==> config.mk <==
export PLATFORM = sky130hd
export DESIGN_NAME = circle_raster_generator_core_flat
export DESIGN_NICKNAME = d
export VERILOG_FILES = /design/src/crg_pkg.sv /design/src/crg_if.sv /design/src/circle_raster_generator_core.sv /design/src/crg_state.sv /design/src/crg_emit.sv /design/src/flat_wrapper.sv
export SDC_FILE = /design/constraint.sdc
export NUM_CORES = 1
export LEC_CHECK = 0
export ABC_AREA = 0
export BUFFER_PORTS_ARGS = -buffer_cell sky130_fd_sc_hd__buf_2
export CORE_ASPECT_RATIO = 1.75
export CORE_MARGIN = 5
export CORE_UTILIZATION = 55
export CTS_CLUSTER_DIAMETER = 30
export DETAILED_ROUTE_END_ITERATION = 6
export GPL_TIMING_DRIVEN = 0
export PLACE_DENSITY = 0.76
export SLEW_MARGIN = 20
export SYNTH_ARGS = -nofsm -noshare
export SYNTH_HDL_FRONTEND = slang
export SYNTH_SLANG_ARGS = --single-unit
==> constraint.sdc <==
create_clock -name clk -period 11.3 [get_ports clk]
set_input_delay 0 -clock clk [delete_from_list [all_inputs] [get_ports clk]]
set_output_delay 0 -clock clk [all_outputs]
set_load 0.005 [all_outputs]
==> src/crg_pkg.sv <==
`timescale 1ns / 1ps

package crg_pkg;

	localparam logic REQ_START = 1'b0;
	localparam logic REQ_STEP  = 1'b1;

	localparam int MAX_SPANS = 8;
	localparam int IDX_BITS  = $clog2(MAX_SPANS);

	localparam logic [IDX_BITS-1:0] LAST_IDX_IDLE    = IDX_BITS'(0);
	localparam logic [IDX_BITS-1:0] LAST_IDX_FILL    = IDX_BITS'(3);
	localparam logic [IDX_BITS-1:0] LAST_IDX_OUTLINE = IDX_BITS'(7);

	// Per-step flags handed from the circle state to the span emitter.
	typedef struct packed {
		logic fill;
		logic done;
		logic idle;
	} step_flags_t;

endpackage

==> src/crg_if.sv <==
`timescale 1ns / 1ps

interface crg_req_if #(
	parameter int COORD_BITS  = 12,
	parameter int RADIUS_BITS = 10
);
	logic                          valid;
	logic                          ready;
	logic                          req_type;
	logic signed [COORD_BITS-1:0]  center_x;
	logic signed [COORD_BITS-1:0]  center_y;
	logic        [RADIUS_BITS-1:0] radius;
	logic                          fill_mode;

	modport source (
		output valid, req_type, center_x, center_y, radius, fill_mode,
		input  ready
	);
	modport sink (
		input  valid, req_type, center_x, center_y, radius, fill_mode,
		output ready
	);
endinterface

interface crg_res_if #(
	parameter int COORD_BITS = 12
);
	logic                        valid;
	logic                        ready;
	logic signed [COORD_BITS:0]  span_start_x;
	logic signed [COORD_BITS:0]  span_end_x;
	logic signed [COORD_BITS:0]  row_y;
	logic                        last_of_step;
	logic                        circle_done;
	logic                        idle_flag;

	modport source (
		output valid, span_start_x, span_end_x, row_y, last_of_step, circle_done,
			idle_flag,
		input  ready
	);
	modport sink (
		input  valid, span_start_x, span_end_x, row_y, last_of_step, circle_done,
			idle_flag,
		output ready
	);
endinterface

==> src/circle_raster_generator_core.sv <==
`timescale 1ns / 1ps

// Channel  Dir  Fields
// req      in   req_type, center_x, center_y, radius, fill_mode
// res      out  span_start_x, span_end_x, row_y, last_of_step, circle_done, idle_flag
//
// A step request yields 8 points (outline), 4 spans (fill) or 1 idle result,
// one per cycle from the output register; a start request yields none.
// The next request is taken in the cycle the last result of the held step
// enters the output register, so while res is ready there is no gap between
// steps. Reset clears the circle state to no circle active.
// A stall on res holds the output register and, behind it, the held step.
module circle_raster_generator_core import crg_pkg::*; #(
	parameter int COORD_BITS  = 12,
	parameter int RADIUS_BITS = 10
) (
	input  logic      clk,
	input  logic      arst_n,
	crg_req_if.sink   req,
	crg_res_if.source res
);

	localparam int OFF_BITS = RADIUS_BITS + 2;

	logic                         take_ok;
	logic                         accept;
	logic                         step_load;
	logic signed [COORD_BITS-1:0] cur_x;
	logic signed [COORD_BITS-1:0] cur_y;
	logic signed [OFF_BITS-1:0]   cur_ox;
	logic signed [OFF_BITS-1:0]   cur_oy;
	step_flags_t                  cur_flags;

	assign req.ready = take_ok;
	assign accept    = req.valid && take_ok;

	crg_state #(
		.COORD_BITS  (COORD_BITS),
		.RADIUS_BITS (RADIUS_BITS),
		.OFF_BITS    (OFF_BITS)
	) u_state (
		.clk       (clk),
		.arst_n    (arst_n),
		.accept    (accept),
		.req_type  (req.req_type),
		.center_x  (req.center_x),
		.center_y  (req.center_y),
		.radius    (req.radius),
		.fill_mode (req.fill_mode),
		.step_load (step_load),
		.cur_x     (cur_x),
		.cur_y     (cur_y),
		.cur_ox    (cur_ox),
		.cur_oy    (cur_oy),
		.cur_flags (cur_flags)
	);

	crg_emit #(
		.COORD_BITS  (COORD_BITS),
		.RADIUS_BITS (RADIUS_BITS),
		.OFF_BITS    (OFF_BITS)
	) u_emit (
		.clk       (clk),
		.arst_n    (arst_n),
		.step_load (step_load),
		.cur_x     (cur_x),
		.cur_y     (cur_y),
		.cur_ox    (cur_ox),
		.cur_oy    (cur_oy),
		.cur_flags (cur_flags),
		.take_ok   (take_ok),
		.res       (res)
	);

endmodule

==> src/crg_state.sv <==
`timescale 1ns / 1ps

module crg_state import crg_pkg::*; #(
	parameter int COORD_BITS  = 12,
	parameter int RADIUS_BITS = 10,
	parameter int OFF_BITS    = RADIUS_BITS + 2
) (
	input  logic                          clk,
	input  logic                          arst_n,
	input  logic                          accept,
	input  logic                          req_type,
	input  logic signed [COORD_BITS-1:0]  center_x,
	input  logic signed [COORD_BITS-1:0]  center_y,
	input  logic        [RADIUS_BITS-1:0] radius,
	input  logic                          fill_mode,
	output logic                          step_load,
	output logic signed [COORD_BITS-1:0]  cur_x,
	output logic signed [COORD_BITS-1:0]  cur_y,
	output logic signed [OFF_BITS-1:0]    cur_ox,
	output logic signed [OFF_BITS-1:0]    cur_oy,
	output step_flags_t                   cur_flags
);

	localparam int EW = RADIUS_BITS + 4;

	logic signed [COORD_BITS-1:0]  ctr_x_q;
	logic signed [COORD_BITS-1:0]  ctr_y_q;
	logic        [RADIUS_BITS-1:0] rad_q;
	logic signed [OFF_BITS-1:0]    off_x_q;
	logic signed [OFF_BITS-1:0]    off_y_q;
	logic signed [EW-1:0]          err_q;
	logic                          fill_q;
	logic                          busy_q;

	logic signed [EW-1:0]       e;
	logic signed [EW-1:0]       ox_e;
	logic signed [EW-1:0]       oy_e;
	logic signed [EW-1:0]       rad_e;
	logic signed [EW-1:0]       err_nxt;
	logic signed [OFF_BITS-1:0] ox_nxt;
	logic signed [OFF_BITS-1:0] oy_nxt;
	logic                       done;

	always_comb begin
		e     = err_q;
		ox_e  = EW'(off_x_q);
		oy_e  = EW'(off_y_q);
		rad_e = EW'({2'b00, rad_q});
		priority if (e >= (ox_e <<< 1)) begin
			err_nxt = e - (ox_e <<< 1) - EW'(1);
			ox_nxt  = OFF_BITS'(ox_e + EW'(1));
			oy_nxt  = off_y_q;
		end else if (e < ((rad_e - oy_e) <<< 1)) begin
			err_nxt = e + (oy_e <<< 1) - EW'(1);
			ox_nxt  = off_x_q;
			oy_nxt  = OFF_BITS'(oy_e - EW'(1));
		end else begin
			err_nxt = e + ((oy_e - ox_e - EW'(1)) <<< 1);
			ox_nxt  = OFF_BITS'(ox_e + EW'(1));
			oy_nxt  = OFF_BITS'(oy_e - EW'(1));
		end
		done = oy_nxt < ox_nxt;
	end

	assign step_load      = accept && (req_type == REQ_STEP);
	assign cur_x          = ctr_x_q;
	assign cur_y          = ctr_y_q;
	assign cur_ox         = off_x_q;
	assign cur_oy         = off_y_q;
	assign cur_flags.fill = fill_q;
	assign cur_flags.done = done;
	assign cur_flags.idle = !busy_q;

	always_ff @(posedge clk or negedge arst_n) begin
		if (!arst_n) begin
			ctr_x_q <= '0;
			ctr_y_q <= '0;
			rad_q   <= '0;
			off_x_q <= '0;
			off_y_q <= '0;
			err_q   <= '0;
			fill_q  <= 1'b0;
			busy_q  <= 1'b0;
		end else if (accept) begin
			if (req_type == REQ_START) begin
				ctr_x_q <= center_x;
				ctr_y_q <= center_y;
				rad_q   <= radius;
				off_x_q <= '0;
				off_y_q <= OFF_BITS'({2'b00, radius});
				err_q   <= EW'({2'b00, radius}) - EW'(1);
				fill_q  <= fill_mode;
				busy_q  <= 1'b1;
			end else if (busy_q) begin
				off_x_q <= ox_nxt;
				off_y_q <= oy_nxt;
				err_q   <= err_nxt;
				// drop the circle once the offsets cross
				if (done) begin
					busy_q <= 1'b0;
				end
			end
		end
	end

endmodule

==> src/crg_emit.sv <==
`timescale 1ns / 1ps

module crg_emit import crg_pkg::*; #(
	parameter int COORD_BITS  = 12,
	parameter int RADIUS_BITS = 10,
	parameter int OFF_BITS    = RADIUS_BITS + 2
) (
	input  logic                         clk,
	input  logic                         arst_n,
	input  logic                         step_load,
	input  logic signed [COORD_BITS-1:0] cur_x,
	input  logic signed [COORD_BITS-1:0] cur_y,
	input  logic signed [OFF_BITS-1:0]   cur_ox,
	input  logic signed [OFF_BITS-1:0]   cur_oy,
	input  step_flags_t                  cur_flags,
	output logic                         take_ok,
	crg_res_if.source                    res
);

	localparam int CW = COORD_BITS + 1;
	localparam int SW = (CW > OFF_BITS + 1) ? CW : OFF_BITS + 1;

	logic                         rec_valid_q;
	logic signed [COORD_BITS-1:0] rec_x_q;
	logic signed [COORD_BITS-1:0] rec_y_q;
	logic signed [OFF_BITS-1:0]   rec_ox_q;
	logic signed [OFF_BITS-1:0]   rec_oy_q;
	step_flags_t                  rec_flags_q;
	logic [IDX_BITS-1:0]          idx_q;

	logic                         out_valid_q;
	logic signed [CW-1:0]         out_xs_q;
	logic signed [CW-1:0]         out_xe_q;
	logic signed [CW-1:0]         out_y_q;
	logic                         out_last_q;
	logic                         out_done_q;
	logic                         out_idle_q;

	logic signed [SW-1:0] xw, yw, oxw, oyw;
	logic signed [CW-1:0] xpo, xpy, xmo, xmy, ypo, ypy, ymo, ymy;
	logic signed [CW-1:0] nxt_xs, nxt_xe, nxt_y;
	logic [IDX_BITS-1:0]  last_idx;
	logic                 rec_last;
	logic                 out_load;

	always_comb begin
		xw  = SW'(rec_x_q);
		yw  = SW'(rec_y_q);
		oxw = SW'(rec_ox_q);
		oyw = SW'(rec_oy_q);
		xpo = CW'(xw + oxw);
		xpy = CW'(xw + oyw);
		xmo = CW'(xw - oxw);
		xmy = CW'(xw - oyw);
		ypo = CW'(yw + oxw);
		ypy = CW'(yw + oyw);
		ymo = CW'(yw - oxw);
		ymy = CW'(yw - oyw);
	end

	always_comb begin
		nxt_xs = '0;
		nxt_xe = '0;
		nxt_y  = '0;
		if (rec_flags_q.idle) begin
			nxt_xs = '0;
		end else if (rec_flags_q.fill) begin
			unique case (idx_q[1:0])
				2'd0: begin nxt_xs = xmy; nxt_xe = xpy; nxt_y = ypo; end
				2'd1: begin nxt_xs = xmo; nxt_xe = xpo; nxt_y = ypy; end
				2'd2: begin nxt_xs = xmo; nxt_xe = xpo; nxt_y = ymy; end
				2'd3: begin nxt_xs = xmy; nxt_xe = xpy; nxt_y = ymo; end
				default: begin nxt_xs = '0; end
			endcase
		end else begin
			unique case (idx_q)
				3'd0: begin nxt_xs = xpo; nxt_y = ypy; end
				3'd1: begin nxt_xs = xpy; nxt_y = ypo; end
				3'd2: begin nxt_xs = xmo; nxt_y = ypy; end
				3'd3: begin nxt_xs = xmy; nxt_y = ypo; end
				3'd4: begin nxt_xs = xpo; nxt_y = ymy; end
				3'd5: begin nxt_xs = xpy; nxt_y = ymo; end
				3'd6: begin nxt_xs = xmo; nxt_y = ymy; end
				3'd7: begin nxt_xs = xmy; nxt_y = ymo; end
				default: begin nxt_xs = '0; end
			endcase
			nxt_xe = nxt_xs;
		end
	end

	always_comb begin
		priority if (rec_flags_q.idle) begin
			last_idx = LAST_IDX_IDLE;
		end else if (rec_flags_q.fill) begin
			last_idx = LAST_IDX_FILL;
		end else begin
			last_idx = LAST_IDX_OUTLINE;
		end
	end

	assign rec_last = (idx_q == last_idx);
	assign out_load = rec_valid_q && (!out_valid_q || res.ready);
	assign take_ok  = !rec_valid_q || (out_load && rec_last);

	always_ff @(posedge clk or negedge arst_n) begin
		if (!arst_n) begin
			rec_valid_q <= 1'b0;
			idx_q       <= '0;
			rec_flags_q <= '0;
		end else begin
			if (step_load) begin
				rec_valid_q <= 1'b1;
				idx_q       <= '0;
				rec_flags_q <= cur_flags;
			end else if (out_load) begin
				// advance through the spans of the held step
				if (rec_last) begin
					rec_valid_q <= 1'b0;
				end
				idx_q <= idx_q + IDX_BITS'(1);
			end
		end
	end

	always_ff @(posedge clk) begin
		if (step_load) begin
			rec_x_q  <= cur_x;
			rec_y_q  <= cur_y;
			rec_ox_q <= cur_ox;
			rec_oy_q <= cur_oy;
		end
	end

	always_ff @(posedge clk or negedge arst_n) begin
		if (!arst_n) begin
			out_valid_q <= 1'b0;
		end else if (out_load) begin
			out_valid_q <= 1'b1;
		end else if (res.ready) begin
			out_valid_q <= 1'b0;
		end
	end

	always_ff @(posedge clk) begin
		if (out_load) begin
			out_xs_q   <= nxt_xs;
			out_xe_q   <= nxt_xe;
			out_y_q    <= nxt_y;
			out_last_q <= rec_last;
			out_done_q <= rec_flags_q.done && !rec_flags_q.idle;
			out_idle_q <= rec_flags_q.idle;
		end
	end

	assign res.valid        = out_valid_q;
	assign res.span_start_x = out_xs_q;
	assign res.span_end_x   = out_xe_q;
	assign res.row_y        = out_y_q;
	assign res.last_of_step = out_last_q;
	assign res.circle_done  = out_done_q;
	assign res.idle_flag    = out_idle_q;

endmodule
==> src/flat_wrapper.sv <==
// flat-port wrapper written by rule: the top's interface ports become plain ports
module circle_raster_generator_core_flat import crg_pkg::*;
#(
	parameter int COORD_BITS  = 12,
	parameter int RADIUS_BITS = 10
)
  (clk, arst_n, req_valid, req_req_type, req_center_x, req_center_y, req_radius, req_fill_mode, req_ready, res_valid, res_span_start_x, res_span_end_x, res_row_y, res_last_of_step, res_circle_done, res_idle_flag, res_ready);
  crg_req_if #(.COORD_BITS(COORD_BITS), .RADIUS_BITS(RADIUS_BITS)) req_i ();
  crg_res_if #(.COORD_BITS(COORD_BITS)) res_i ();
  input  logic clk;
  input  logic arst_n;
  input wire logic [$bits(req_i.valid)-1:0] req_valid;
  input wire logic [$bits(req_i.req_type)-1:0] req_req_type;
  input wire logic [$bits(req_i.center_x)-1:0] req_center_x;
  input wire logic [$bits(req_i.center_y)-1:0] req_center_y;
  input wire logic [$bits(req_i.radius)-1:0] req_radius;
  input wire logic [$bits(req_i.fill_mode)-1:0] req_fill_mode;
  output wire logic [$bits(req_i.ready)-1:0] req_ready;
  output wire logic [$bits(res_i.valid)-1:0] res_valid;
  output wire logic [$bits(res_i.span_start_x)-1:0] res_span_start_x;
  output wire logic [$bits(res_i.span_end_x)-1:0] res_span_end_x;
  output wire logic [$bits(res_i.row_y)-1:0] res_row_y;
  output wire logic [$bits(res_i.last_of_step)-1:0] res_last_of_step;
  output wire logic [$bits(res_i.circle_done)-1:0] res_circle_done;
  output wire logic [$bits(res_i.idle_flag)-1:0] res_idle_flag;
  input wire logic [$bits(res_i.ready)-1:0] res_ready;
  assign req_i.valid = req_valid;
  assign req_i.req_type = req_req_type;
  assign req_i.center_x = req_center_x;
  assign req_i.center_y = req_center_y;
  assign req_i.radius = req_radius;
  assign req_i.fill_mode = req_fill_mode;
  assign req_ready = req_i.ready;
  assign res_valid = res_i.valid;
  assign res_span_start_x = res_i.span_start_x;
  assign res_span_end_x = res_i.span_end_x;
  assign res_row_y = res_i.row_y;
  assign res_last_of_step = res_i.last_of_step;
  assign res_circle_done = res_i.circle_done;
  assign res_idle_flag = res_i.idle_flag;
  assign res_i.ready = res_ready;
  circle_raster_generator_core #(.COORD_BITS(COORD_BITS), .RADIUS_BITS(RADIUS_BITS)) u_core (.clk(clk), .arst_n(arst_n), .req(req_i), .res(res_i));
endmodule
==> results.md, run 1 <==
- Clk slew on worst S/H paths: approximately 0.070 ns
- Area growth from synthesis to layout: 11.6%
- GRT Total Usage: 0.348
- Iter 0 DRT Violations: 1018
- Post-synth EDFFs: 89
- Placed instance area: ~17000 um2
- Max transition margin: 0.339
- Clock latency on the worst-skew pair: 0.46 ns
- Outcome: completed
- Critical path class: reg2reg
- ANT nets after route: 0
- Syn Inst Count: 1923
- Cell Rows: 83
- WL/cell: 24.0 um
- First-pass GRT wire length: 88200 um
- TritonCTS Sinks: 171
- R2R setup slack: roughly 3.7 ns
- Initial antenna violation count: 0
- Gpl congestion: 1.01
- Synth Net Count: 2177
- Core area: 29300 um2
- VDD IR max: 0.268 mV
- Seq/Total Area, Yosys: 0.290
- Avg Inst Size Synth: 8.48 um2
- Top cell type by total area after synthesis: edfxtp_1
- CTS tree: yes
- WP data required: approximately 12 ns
- Clock tree buffer depth: 2
- CTS Root Cell: clkbuf_16
- Placed cell count: 2389
- Max Cap Viol: 0
- FF+latch count, synth: 171
- Final Max Slew Viols: 0
- CTS Buf Count: 17
- NumNets Final: 2318
- Post-Layout Cell Count: between 2000 and 2500
- Tmin final: approximately 7.6 ns
- Hold Slack: 0.0951 ns
- Initial Util: 0.557
- Yosys cell types: 93
- Die span in x: 140 um
- Total grt overflow: 0
- Ys flop type: edfxtp_1
- Max reg flops: 14
- Number of antenna diodes: 0
- Vias in the first global route: 15763
- Setup TNS Final: 0 ns
- Post-Syn Area: 16300 um2
- Worst Setup End Kind: flip-flop
- Top cell type's share of synthesized area: 0.164
- LEAKAGE: about 7.9 nW
- Detailed Routing Iterations Pass 1: 6
- Largest cells by area after synthesis: edfxtp_1, ha_1, dfrtp_1, xnor2_1, nand2_1
- IO Count: 84
- CP startpoint kind: flip-flop
- Post-synth top cells: nand2_1, ha_1, inv_1
- Share of layout cells above drive strength 1: 0.0862
- Top-count cell post-synth: nand2_1
- Critical Path Fanout Max: 9
- DP Wirelength: 47200 um
- Largest net degree at the start of global routing: 56
- Tightest Hold Check Type: in2async
- Final Hold Viols: 0
- Async S/R FF share, synth: 0.480
- Die Y-Extent: 238 um
- Fin area: 18200 um2
- Setup violators final: 0
- RSZ-0062 raised after global routing: false
- Number of buffers inserted by port buffering: 82
- H-tree levels: 4
- Synthesis Warnings: 0
- Critical Path AT: roughly 8 ns
- Drt drc: 0
- Via/cell ratio: 6.28
- Worst slew pin tran: 0.966 ns
- Area of the die: 33300 um2
- Via count: 15432
- Peak Freq: 0.132 GHz
- Fin crit share: 0.670
- Worst Skew: 0.0118 ns
- Post-layout util: 0.621
- PwrDens: roughly 340 nW/um2
- Wirelength, routed: 58900 um
-- routing by layer --
metal  track usage  routed length (um)  vias to the layer above  part of all wire
li1              -                   -                     7188                 -
met1         0.321               18700                     7276              0.32
met2         0.652               31300                      699              0.53
met3        0.0467                2850                      269             0.048
met4         0.307                6030                        0              0.10
met5             0                   0                        -                 0
-- metrics by stage --
step	total power [mW]	setup WS (ns)
2_1_floorplan	4.24	5.95
3_3_place_gp	5.43	4.22
3_5_place_dp	5.54	4.10
4_1_cts	6.15	4.07
5_1_grt	6.69	3.64
6_report	6.25	3.73
-- area by class of cell --
cell class / count / area, um2
timing repair buffer: 122 / 841
sequential: 171 / 4720
tap: 382 / 478
clock buffer: 19 / 433
buffer: 76 / 318
clock inverter: 13 / 134
fill: 2652 / 11100
inverter: 172 / 647
multi-input combinational: 1504 / 10600
-- report_power, final --
group / switching (mW) / internal (mW)
Sequential: 0.219 / 0.963
Clock: 0.284 / 0.310
Combinational: 2.77 / 1.71
Total: 3.27 / 2.98
-- path summary, 6_finish.rpt --
check                                    startpoint                      endpoint  cells past startpoint
max in group asynchronous                    arst_n        u_core.u_emit.idx_q[0]                      3
max reg2reg                u_core.u_state.cur_oy[0]  u_core.u_emit.rec_flags_q[1]                     25
max                        u_core.u_state.cur_oy[0]  u_core.u_emit.rec_flags_q[1]                     25
min                                          arst_n       u_core.u_state.rad_q[9]                      2
min reg2reg                u_core.u_state.cur_ox[6]     u_core.u_emit.rec_ox_q[6]                      0
min in group clk                          req_valid           u_core.u_state.e[0]                      4
-- cells by family after synthesis --
| logic type | count (synthesis) | share of synthesized area |
|---|---|---|
| AND/OR/NAND/NOR | 586 | 0.169 |
| flip-flops | 171 | 0.290 |
| adder cells (fa/ha/maj) | 214 | 0.170 |
| XOR/XNOR | 149 | 0.0800 |
| multiplexers | 16 | 0.0102 |
| AO/OA/AOI/OAI | 539 | 0.222 |
| buffers and inverters | 248 | 0.0591 |
-- what timing repair did --
item	CTS	global route
hold buffers	38	0
resized for setup	0	0
setup buffers	0	0
hold endpoints to repair	123	0
-- worst max-delay path, cell delays in order (launching register included) --
cell	delay, ns
dfrtp_1	0.51
ha_1	0.28
fa_1	0.40
nor2b_1	0.13
o21ai_0	0.10
a21boi_0	0.42
o21ai_1	0.18
a21oi_1	0.27
o21ai_1	0.12
a21oi_1	0.39
or4_1	0.18
nand3_1	0.08
ha_1	0.31
nand4_1	0.29
o31ai_2	0.88
nor3_2	0.29
nor4b_4	0.73
nand3_1	0.26
xnor2_1	0.19
ha_1	0.32
nand4_1	0.18
nor2_1	0.07
a211oi_1	0.34
o21ai_1	0.16
a22o_1	0.21
a21o_1	0.15
-- cell usage in the layout, fill, tap and decap left out, types with 29 or more instances in the layout --
cell and instances:
a21oi_1 149, buf_2 91, clkbuf_1 57, dfrtp_1 82, dlygate4sd3_1 38, edfxtp_1 89
ha_1 201, inv_1 168, nand2_1 219, nand2b_1 29, nand3_1 40, nor2_1 124
nor3_1 61, o21ai_0 90, o22ai_1 29, xnor2_1 119, xor2_1 30
Power figures use the tool's default switching activity.
==> inputs of run 2 (changes only) <==
- ABC_AREA: 0 -> 1
- clock period: 11.3 -> 7.5 ns (I/O delays scaled with it)
==> run 2 against run 1 <==
Compared with the run above: the run now ends with design-rule violations left; final area fell by 1.8%; synthesized area fell by 2.5%; utilization rose by 0.32 points; cell count rose by 5.8%; sequential share of layout area rose by 0.46 points; largest cell class unchanged.
==> results.md, run 2 <==
- Clk slew on worst S/H paths: 0.08 ns (about the same)
- Initial Util: 0.556 (-0.00123)
- FF+latch count, synth: 171 (unchanged)
- Placed cell count: 2531 (+5.9%)
- Ys flop type: edfxtp_1
- CP max stage cell: ha_1
- Max Cap Viol: 0 (unchanged)
- WP data required: 7.85 ns (-3.80 ns)
- Post-synth top cells: nand2_1, inv_1, a21oi_1
- Via/cell ratio: 5.99 (-4.6%)
- Wirelength, routed: 55100 um (-6.5%)
- Share of layout cells above drive strength 1: 0.0774 (-0.00881)
- Clock latency on the worst-skew pair: 0.47 ns (about the same)
- Largest cells by area after synthesis: edfxtp_1, ha_1, dfrtp_1, nand2_1, xor2_1
- Fin crit share: 0.870 (+0.200)
- Post-CTS resize count: 0 (unchanged)
- Hold Slack: 0.0302 ns (-0.0649 ns)
- Area of the die: 32500 um2 (-2.3%)
- Drt drc: 2 (+2)
- Post-synth EDFFs: 89 (unchanged)
- Critical Path Fanout Max: 10 (+1)
- Die Y-Extent: 235 um (-1.2%)
- Tightest Hold Check Type: in2async
- Worst Setup End Kind: flip-flop
- Synth Net Count: 2320 (+6.6%)
- DP Wirelength: 43800 um (-7.3%)
- Number of buffers inserted by port buffering: 83 (+1.2%)
- Area growth from synthesis to layout: 12.4%
- Via count: 15578 (+0.95%)
- RSZ-0062 raised after global routing: false
- Max transition margin: 0.373 (+0.0336)
- Total grt overflow: 0 (unchanged)
- Cell Rows: 82 (-1.2%)
- Most frequent cells in the layout: nand2_1, inv_1, a21oi_1
- Tmin final: 6.52 ns (-1.05 ns)
- Pre-CTS setup slack: 1.15 ns (-2.96 ns)
- Largest net degree at the start of global routing: 50 (-11%)
- Filler cells: 2544 (-4.1%)
- Initial antenna violation count: 1 (+1)
- Clock tree buffer depth: 2 (unchanged)
- Max reg flops: 14 (unchanged)
- CTS Root Cell: clkbuf_16
- Commonest non-fill, non-tap cell in the layout: nand2_1
- Critical path class: reg2reg
- Final Max Slew Viols: 0 (unchanged)
- Detailed Routing Iterations Pass 1: 7 (+1)
- Core area: 28600 um2 (-2.3%)
- Critical Path AT: 6.88 ns (-1.04 ns)
- Vias in the first global route: 16068 (+1.9%)
- WL/cell: 21.2 um (-12%)
- ANT nets after route: 0 (unchanged)
- Synthesis Warnings: 0 (unchanged)
- GRT Total Usage: 0.333 (-0.0157)
- Postcts setup bufs: 0 (unchanged)
- Top cell type's share of synthesized area: 0.168 (+0.00415)
- IO Count: 84 (unchanged)
- Iter 0 DRT Violations: 1306 (+28%)
- Yosys cell types: 53 (-43%)
- Outcome: complete, but fails checks
- CP startpoint kind: flip-flop
- Worst Skew: 0.0127 ns (+0.000913 ns)
- CP peak stage delay: 0.49 ns (-0.39 ns)
- Peak Freq: 0.153 GHz (+16%)
- Post-layout worst setup margin: 0.978 ns (-2.75 ns)
- Gpl congestion: 1.03 (+2.1%)
- TritonCTS Sinks: 171 (unchanged)
- Top cell type by total area after synthesis: edfxtp_1
- Syn Inst Count: 2066 (+7.4%)
- Seq/Total Area, Yosys: 0.297 (+0.00734)
- Setup TNS Final: 0 ns (unchanged)
- First-pass GRT wire length: 83600 um (-5.3%)
- Final Hold Viols: 0 (unchanged)
- Async S/R FF share, synth: 0.480 (unchanged)
- Top-count cell post-synth: nand2_1
- Failing checks: design-rule violations
- Setup violators final: 0 (unchanged)
- CTS Hold Bufs: 38 (unchanged)
- Worst slew pin tran: 0.941 ns (-0.0254 ns)
- CTS Buf Count: 17 (unchanged)
- Number of antenna diodes: 0 (unchanged)
- Die span in x: 139 um (-1.2%)
- H-tree levels: 4 (unchanged)
- NumNets Final: 2464 (+6.3%)
- Most frequent CP cell: nand2_1
- CTS tree: yes
- Post-Syn Area: 15900 um2 (-2.5%)
- Avg Inst Size Synth: 7.70 um2 (-9.2%)
- Post-Layout Cell Count: 2601 (+5.8%)
-- run 2: cell count changes after synthesis, moves of 54 or more --
| cell | delta |
|---|---|
| nand2_1 | +199 |
| inv_1 | +107 |
| xnor2_1 | -103 |
| xor2_1 | +94 |
| a21oi_1 | +66 |
| o21ai_0 | +54 |
-- run 2: area by class of cell --
class                      instances  area [um2]  share of cell area
buffer                            58         245              0.0137
clock buffer                      20         458              0.0256
clock inverter                    12         156             0.00875
inverter                         282        1060              0.0593
multi-input combinational       1555        9880               0.552
sequential                       171        4720               0.264
tap                              378         473              0.0265
timing repair buffer             125         886              0.0495
-- run 2: per-layer routing --
metal	track usage	routed length, um	vias up
met5	0	17	-
met4	0.369	7090	2
met3	0.0576	3260	373
met2	0.598	27700	799
met1	0.289	17100	7115
li1	-	-	7289
-- run 2: cell families after synthesis --
group | synth area share
flops | 0.297
xor+xnor | 0.0771
buf+inv | 0.0821
compound gates | 0.191
fa+ha+maj | 0.175
simple gates | 0.178
-- run 2: worst max-delay path: cells and delay by family, from the launching register on --
family	cells	cell delay (ns)
simple gates	18	2.34
compound gates	10	2.02
fa+ha+maj	3	1.20
flops	1	0.39
buf+inv	1	0.32
xor+xnor	1	0.13
-- run 2: worst paths after layout --
kind / from / endpoint / slack (ns) / depth (start not counted)
min in group clk: req_valid / u_core.u_state.busy_q / 0.07 / 6
setup reg to reg: u_core.u_state.cur_oy[3] / u_core.u_emit.rec_flags_q[1] / 0.98 / 33
max in group asynchronous: arst_n / u_core.u_emit.idx_q[2] / 6.81 / 3
hold reg to reg: u_core.u_state.cur_ox[10] / u_core.u_emit.rec_ox_q[10] / 0.45 / 0
setup / recovery: u_core.u_state.cur_oy[3] / u_core.u_emit.rec_flags_q[1] / 0.98 / 33
hold / removal: arst_n / u_core.u_state.e[0] / 0.03 / 2
-- run 2: metrics by stage --
stage | instance area [um2] | util
finish | 17900 | 0.625
global route | 17900 | 0.625
CTS | 17900 | 0.625
detailed placement | 16900 | 0.590
global placement | 16800 | 0.587
floorplan | 15900 | -
Power of run 2 is left out: the tool's default activity adds up to more than one toggle a clock period on the data nets, which glitch-free logic cannot reach.
